$ cat src/rtl/lzw_encoder_with_reset_defines.svh
// assertion macros for the lzw encoder rtl, used by lzw_datapath
// expects signals clk and arst_n in the scope where a macro is used
`ifndef LZW_ENCODER_WITH_RESET_DEFINES_SVH
`define LZW_ENCODER_WITH_RESET_DEFINES_SVH
`ifndef SYNTHESIS
`define LZW_ASSERT(name, cond) \
	name: assert property (@(posedge clk) disable iff (!arst_n) (cond)) \
	else $error("lzw check failed");
`define LZW_ASSERT_NEXT(name, pre, post) \
	name: assert property (@(posedge clk) disable iff (!arst_n) (pre) |=> (post)) \
	else $error("lzw check failed");
`else
`define LZW_ASSERT(name, cond)
`define LZW_ASSERT_NEXT(name, pre, post)
`endif
`endif

$ cat src/rtl/lzw_pkg.sv
// shared constants and controller/datapath command and status types
// no dependencies
`timescale 1ns / 1ps
package lzw_pkg;
	localparam int DICT_ENTRIES_DEF = 4096;
	localparam int FIRST_FREE = 256;
	localparam logic [3:0] START_WIDTH = 4'd9;
	localparam logic [3:0] MAX_WIDTH = 4'd15;

	// selects which code a result carries
	localparam logic EMIT_PREFIX = 1'b0;
	localparam logic EMIT_RESET = 1'b1;

	typedef struct packed {
		logic capture;
		logic load_byte;
		logic set_pv;
		logic hash_rd;
		logic next_rd;
		logic code_rd;
		logic hit;
		logic insert;
		logic dict_reset;
		logic restart;
		logic emit;
		logic emit_sel;
		logic emit_last;
	} dp_cmd_t;

	typedef struct packed {
		logic pv;
		logic last;
		logic verified;
		logic match;
		logic full;
		logic out_free;
	} dp_stat_t;
endpackage

$ cat src/rtl/lzw_ctrl.sv
// sequencing state machine for the lzw encoder
// depends on lzw_pkg
`timescale 1ns / 1ps
module lzw_ctrl (
	input  logic              clk,
	input  logic              arst_n,
	input  logic              in_valid,
	output logic              in_ready,
	input  lzw_pkg::dp_stat_t stat,
	output lzw_pkg::dp_cmd_t  cmd
);
	import lzw_pkg::*;

	localparam logic [2:0] S_IDLE     = 3'd0;
	localparam logic [2:0] S_START    = 3'd1;
	localparam logic [2:0] S_CODE     = 3'd2;
	localparam logic [2:0] S_CHECK    = 3'd3;
	localparam logic [2:0] S_EMIT_PRE = 3'd4;
	localparam logic [2:0] S_EMIT_RST = 3'd5;
	localparam logic [2:0] S_FLUSH    = 3'd6;

	logic [2:0] state_q;
	logic [2:0] state_nxt;
	logic [2:0] done_state;

	assign in_ready = (state_q == S_IDLE);
	assign done_state = stat.last ? S_FLUSH : S_IDLE;

	// next state and commands
	always_comb begin
		cmd = '0;
		state_nxt = state_q;
		case (state_q)
			S_IDLE: begin
				if (in_valid) begin
					cmd.capture = 1'b1;
					state_nxt = S_START;
				end
			end
			S_START: begin
				if (!stat.pv) begin
					cmd.load_byte = 1'b1;
					cmd.set_pv = 1'b1;
					state_nxt = done_state;
				end else begin
					cmd.hash_rd = 1'b1;
					state_nxt = S_CODE;
				end
			end
			S_CODE: begin
				cmd.code_rd = 1'b1;
				state_nxt = S_CHECK;
			end
			S_CHECK: begin
				if (stat.match) begin
					cmd.hit = 1'b1;
					state_nxt = done_state;
				end else if (stat.verified) begin
					cmd.next_rd = 1'b1;
					state_nxt = S_CODE;
				end else begin
					state_nxt = S_EMIT_PRE;
				end
			end
			S_EMIT_PRE: begin
				if (stat.out_free) begin
					cmd.emit = 1'b1;
					cmd.emit_sel = EMIT_PREFIX;
					cmd.emit_last = !stat.full && !stat.last;
					if (stat.full) begin
						state_nxt = S_EMIT_RST;
					end else begin
						cmd.insert = 1'b1;
						cmd.load_byte = 1'b1;
						state_nxt = done_state;
					end
				end
			end
			S_EMIT_RST: begin
				if (stat.out_free) begin
					cmd.emit = 1'b1;
					cmd.emit_sel = EMIT_RESET;
					cmd.emit_last = !stat.last;
					cmd.dict_reset = 1'b1;
					cmd.load_byte = 1'b1;
					state_nxt = done_state;
				end
			end
			S_FLUSH: begin
				if (stat.out_free) begin
					cmd.emit = 1'b1;
					cmd.emit_sel = EMIT_PREFIX;
					cmd.emit_last = 1'b1;
					cmd.restart = 1'b1;
					state_nxt = S_IDLE;
				end
			end
			default: begin
				state_nxt = S_IDLE;
			end
		endcase
	end

	// state register
	always_ff @(posedge clk or negedge arst_n) begin
		if (!arst_n) begin
			state_q <= S_IDLE;
		end else begin
			state_q <= state_nxt;
		end
	end
endmodule

$ cat config.mk
export PLATFORM = sky130hd
export DESIGN_NAME = lzw_ctrl
export DESIGN_NICKNAME = d
export VERILOG_FILES = /design/src/rtl/lzw_encoder_with_reset_defines.svh /design/src/rtl/lzw_pkg.sv /design/src/rtl/lzw_ctrl.sv
export SDC_FILE = /design/constraint.sdc
export NUM_CORES = 1
export LEC_CHECK = 0
export ABC_AREA = 1
export BUFFER_PORTS_ARGS = -buffer_cell sky130_fd_sc_hd__buf_2
export CAP_MARGIN = 20
export CELL_PAD_IN_SITES_DETAIL_PLACEMENT = 0
export CELL_PAD_IN_SITES_GLOBAL_PLACEMENT = 2
export CORE_MARGIN = 4
export CORE_UTILIZATION = 19
export CTS_CLUSTER_SIZE = 8
export DETAILED_ROUTE_END_ITERATION = 10
export PLACE_DENSITY_LB_ADDON = 0.1
export SETUP_SLACK_MARGIN = 0.3
export SLEW_MARGIN = 40
export SYNTH_ARGS = -nofsm -noshare
export SYNTH_HDL_FRONTEND = slang
export SYNTH_SLANG_ARGS = --single-unit
$ cat constraint.sdc
create_clock -name clk -period 2.8 [get_ports clk]
set_input_delay 0.14 -clock clk [delete_from_list [all_inputs] [get_ports clk]]
set_output_delay 0.14 -clock clk [all_outputs]
set_load 0.005 [all_outputs]
==> flow_summary_export.csv, run 1 <==
group,metric,value,unit
sta,timing.final.crit_share,53.00,%
grt,grt.overflow.total,0,
clock_network,clk_latency,0.23,ns
place,io_buffers,22,
clock_network,cts_tree,"yes",
sta,drv_slew,0,
clock_network,cts.clk_slew.worst_paths,0.04,ns
grt,grt_pass1_vias,478,
synth,synth_most_common_cell,"nand2_1",
min_path,hold_path_class,"input pin to register",
clock_network,cts_max_level,1,
drt,vias,498,
synth,synth_fp_nets,77,
drt,antenna_left,0,
place,dp_hpwl,989.2,um
sta,rsz0062_at_grt,"false",
final_layout,final_nets,104,
drt,wl,1186,um
final_layout,largestRegisters,"state_q x3",
synth,synth.top_cell.area_share,19.80,%
worst_setup_path,cp.arrival,1.34,ns
final_layout,area_delta_synth_final,44.88,%
place,dpl_cell_area,513.0,um^2
worst_setup_path,crit_path_max_incr_delay,0.45,ns
worst_setup_path,ff2ff_setup_slack,1.58,ns
synth,ys_warn_count,0,
final_layout,final_area,549.3,um^2
synth,netlist.top_cell.by_area,"dfrtp_1",
clock_network,clock_sinks,3,
synth,synth.distinct_cells,16,
final_layout,final_util,30.49,%
clock_network,cts_root_buf,"clkbuf_4",
final_layout,top_register,"state_q",
place,dp.cells,114,
worst_setup_path,criticalPathCategory,"register to output port",
drt,wl_per_cell,9.966,um
clock_network,cts_made_buffers,3,
drt,viasPerCell,4.185,
worst_setup_path,crit_fanout,6,
sta,setup_viol,0,
floorplan,start_util,21.04,%
synth,yosys-top-cells-area,"dfrtp_1 (20%), nand2_1 (17%), inv_1 (12%)",
floorplan,dieArea,2774,um^2
grt,grt_max_degree,12,
floorplan,pin_count,23,
sta,skew,0.001389,ns
sta,timing.final.crit_period,1.484,ns
sta,final-hold-violation-count,0,
power,vdd_drop_max,0.3085,mV
run,max_cap_viol_count,0,
sta,max_freq,673.9,MHz
synth,synth-main-ff-cell,"dfrtp_1",
drt,drt-pass1-iter-count,5,
synth,synthTopCellsByCount,"nand2_1 (17), inv_1 (12), nor2_1 (12), nand3_1 (5), o211ai_1 (4)",
clock_network,clock_path_buffers,2,
synth,synth_edf_count,0,
floorplan,core_area,1802,um^2
final_layout,antennaDiodeCount,0,
run_status,outcome,"completed",
place,gp_congestion,0.7560,
worst_setup_path,cp.required,2.66,ns
synth,synth_area,379.1,um^2
final_layout,largest_reg_flops,3,
sta,worst_pin_slew,0.3719,ns
worst_setup_path,endpoint_kind,"output port",
final_layout,fillers,232,
drt,drc,0,
grt,grt_usage,8.963,%
synth,synthArstFlopShare,100.0,%
floorplan,row_count,15,
final_layout,drive_above_1_share,35.11,%
drt,drt_iter0_markers,8,
power,p_leak,0.3432,nW
synth,synth.yosys.seq_area_share,19.80,%
synth,postSynthCellCount,68,
clock_network,post_cts_buffers,0,
floorplan,dieHeight,52.67,um
sta,relSlewSlack,75.21,%
worst_setup_path,crit_slowest_cell,"dfrtp_1",
final_layout,instances_no_fill,119,
sta,finalSetupTns,0,ns
synth,synth_seq_cells,3,
worst_setup_path,path_cells,"inv_2 > nor2_2 > o211ai_1 > o21ai_1 > buf_2",
grt,antenna_found_initial,0,
floorplan,fp.dieW,52.67,um
worst_setup_path,cp-start-kind,"register",
grt,grt_pass1_wl,1904,um
synth,syn_area_per_cell,5.575,um^2
power,power_density,791.7,nW/um^2
[final timing paths]
check	from	endpoint	cells after the start
min in group asynchronous	arst_n	state_q[2]	2
worst min register to register	state_q[2]	state_q[2]	2
max in group asynchronous	arst_n	state_q[1]	2
worst min-delay path	stat[0]	state_q[0]	2
worst max register to register	state_q[1]	state_q[0]	6
worst max-delay path	state_q[2]	cmd[0]	5
[repair_timing]
| item | CTS | global route |
|---|---|---|
| resized for setup | 0 | 0 |
| hold buffers | 1 | 0 |
| hold endpoints to repair | 3 | 0 |
[layout make-up]
cell class | count | area, um^2 | share of cell area, %
timing repair buffer | 23 | 120.1 | 21.87
sequential | 3 | 75.07 | 13.67
tap | 25 | 31.28 | 5.695
clock buffer | 4 | 26.28 | 4.784
inverter | 13 | 48.80 | 8.884
multi-input combinational | 51 | 247.7 | 45.10
[kinds of logic (layout without fill, tap and decap cells)]
family | Yosys count | after routing | synth area share [%]
flops | 3 | 3 | 19.80
simple gates | 41 | 41 | 47.85
buf+inv | 14 | 40 | 14.85
compound gates | 10 | 10 | 17.49
[routing by layer]
| metal | share of wire, % | vias up | wire, um | global-route usage, % |
|---|---|---|---|---|
| met5 | 0 | - | 0 | 0 |
| met4 | 0 | 0 | 0 | 1.277 |
| met3 | 5.6 | 0 | 66 | 3.419 |
| met2 | 45 | 18 | 534 | 14.67 |
| met1 | 49 | 214 | 584 | 11.26 |
| li1 | - | 266 | - | - |
[per-stage QoR]
stage / worst slack (ns) / hold WS [ns] / total power [mW]
after global routing: 1.202 / 0.1579 / 0.4847
after global placement: 1.549 / -0.05955 / 0.3661
after detailed placement: 1.569 / -0.06166 / 0.3633
final: 1.316 / 0.1538 / 0.4349
after CTS: 1.314 / 0.1546 / 0.4445
after floorplan: 1.700 / -0.1556 / 0.2776
[worst max-delay path: cells and delay by family (launching register included)]
| kind | cells | cell delay [ns] |
|---|---|---|
| buf+inv | 2 | 0.22 |
| simple gates | 1 | 0.16 |
| compound gates | 2 | 0.28 |
| flops | 1 | 0.45 |
[layout by cell type (no fill, tap or decap), types with 2 or more instances in the layout]
cell	instances
o211ai_1	4
nor2_2	3
clkbuf_4	3
dfrtp_1	3
o21ai_1	3
nand2_2	2
inv_1	12
buf_2	22
nor2_1	12
nand3_1	5
nand2_1	17
[power by group]
part | internal (mW) | total (mW) | switching (mW)
clock network | 0.0534 | 0.0764 | 0.0229
logic | 0.103 | 0.250 | 0.147
registers | 0.0622 | 0.109 | 0.0463
total | 0.218 | 0.435 | 0.217
Power figures use the tool's default switching activity.
==> inputs of run 2 (changes only) <==
CORE_UTILIZATION = 18   (was 19)
clock period = 1.51 ns   (was 2.8 ns; I/O delays follow)
==> run 2 against run 1 <==
  * Routed wire length grew 9.0%
  * Clock skew grew 0.0049 ns
  * Setup slack lost 1.1 ns
  * Hold slack lost 0.061 ns
  * Largest cell class unchanged
  * Combinational power grew 150%
  * Non-clock buffer count grew 4
  * Sequential power grew 91%
==> flow_summary_export.csv, run 2 (synthesis gave the netlist of run 1 again) <==
group,metric,value,unit
final_layout,fillers,227,
sta,finalSetupTns,0,ns
final_layout,mostFrequentLayoutCells,"buf_2 (23), nand2_1 (17), inv_1 (11), nor2_1 (10), nand3_1 (5)",
min_path,hold_path_class,"input pin to register",
final_layout,top_register,"state_q",
grt,antenna_found_initial,0,
final_layout,area_delta_synth_final,63.04,%
place,dp.cells,116,
clock_network,cts_root_buf,"clkbuf_4",
worst_setup_path,endpoint_kind,"output port",
place,gp_congestion,0.6836,
floorplan,dieHeight,53.90,um
place,dp_slack,0.2468,ns
run,max_cap_viol_count,0,
final_layout,largest_reg_flops,3,
clock_network,clk_latency,0.23,ns
power,p_leak,0.3638,nW
drt,vias,514,
clock_network,cts_max_level,1,
sta,skew,0.006302,ns
sta,relSlewSlack,85.35,%
floorplan,pin_count,23,
clock_network,clock_sinks,3,
worst_setup_path,cp.required,1.43,ns
power,vdd_drop_max,0.4107,mV
sta,rsz0062_at_grt,"true",
worst_setup_path,criticalPathCategory,"register to output port",
clock_network,cts_tree,"yes",
sta,max_freq,758.0,MHz
final_layout,multi_input_area,280.3,um^2
min_path,worstHoldStart,"stat[0]",
worst_setup_path,cp-start-kind,"register",
final_layout,final_nets,108,
sta,setup_viol,0,
drt,wl,1293,um
drt,drt_iter0_markers,8,
drt,wl_per_cell,10.34,um
floorplan,row_count,16,
final_layout,instances_no_fill,125,
grt,grt_pass1_vias,475,
worst_setup_path,cp.arrival,1.24,ns
place,dp_hpwl,979.5,um
clock_network,cts_made_buffers,3,
sta,setup_slack,0.1908,ns
drt,drt-pass1-iter-count,4,
final_layout,largestRegisters,"state_q x3",
grt,grt.overflow.total,0,
worst_setup_path,r2r_start,"state_q[0]",
worst_setup_path,crit_fanout,7,
sta,timing.final.crit_share,87.36,%
run_status,outcome,"completed",
power,power_density,1561,nW/um^2
drt,drc,0,
clock_network,cts.clk_slew.worst_paths,0.04,ns
floorplan,core_area,1982,um^2
sta,worst_pin_slew,0.2187,ns
power,total_power,0.9650,mW
grt,grt_max_degree,12,
drt,viasPerCell,4.112,
floorplan,fp.dieW,53.90,um
worst_setup_path,critPathLaunch,"state_q[1]",
drt,antenna_left,0,
final_layout,antennaDiodeCount,0,
floorplan,start_util,19.13,%
clock_network,clock_path_buffers,2,
final_layout,final_common_cell,"buf_2",
grt,grt_pass1_wl,2056,um
sta,holdWs,0.09270,ns
place,io_buffers,22,
grt,grt_usage,9.565,%
final_layout,drive_above_1_share,43.88,%
floorplan,dieArea,2905,um^2
final_layout,seqCellArea,78.83,um^2
sta,final-hold-violation-count,0,
sta,timing.final.crit_period,1.319,ns
sta,drv_slew,0,
run 2: cell count changes in the layout (fill, tap and decap cells not counted), sizes merged:
| cell | before | now |
|---|---|---|
| buf | 22 | 26 |
run 2: worst paths after layout:
kind / end / slack [ns] / depth (start not counted)
worst min-delay path: state_q[0] / 0.09 / 2
worst max-delay path: cmd[11] / 0.19 / 4
max in group asynchronous: state_q[1] / 1.22 / 2
min in group asynchronous: state_q[2] / 0.17 / 2
worst max register to register: state_q[0] / 0.29 / 7
worst min register to register: state_q[1] / 0.64 / 3
run 2: layout make-up:
cell class | count | share of cell area (%)
well taps | 27 | 5.466
clock buffers | 4 | 4.251
inverters | 13 | 8.300
multi-input cells | 51 | 45.34
repair buffers | 27 | 23.89
flip-flops and latches | 3 | 12.75
run 2: power breakdown:
part	switching [mW]	internal (mW)	total, mW	leakage, nW
Sequential	0.0856	0.123	0.208	0.0344
Combinational	0.343	0.272	0.615	0.314
Clock	0.0428	0.0991	0.142	0.0150
run 2: what timing repair did:
action                                  4_1_cts  5_1_grt
hold buffers                                  1        0
buffers inserted                              2        2
resized for setup                             9        4
gates cloned                                  0        0
pin swaps                                     1        1
endpoints found under the setup margin       17       17
endpoints found under the hold margin         3        0
run 2: routing by layer:
metal | vias up | global-route usage [%] | share of wire [%]
met5 | - | 0 | 0
met4 | 0 | 5.106 | 0
met3 | 0 | 1.108 | 5.2
met2 | 15 | 15.32 | 48
met1 | 224 | 12.38 | 47
li1 | 275 | - | -
run 2: worst max-delay path: stages, from the launching register on:
cell and delay, ns:
dfrtp_2 0.48, nor2_4 0.19, nand2_1 0.11, o21ai_1 0.11, buf_2 0.12
run 2: through the flow:
stage,utilization [%],instance area [um^2]
floorplan,-,379.1
global placement,26.01,515.5
CTS,29.92,593.1
detailed placement,26.01,515.5
finish,31.19,618.1
global route,31.19,618.1
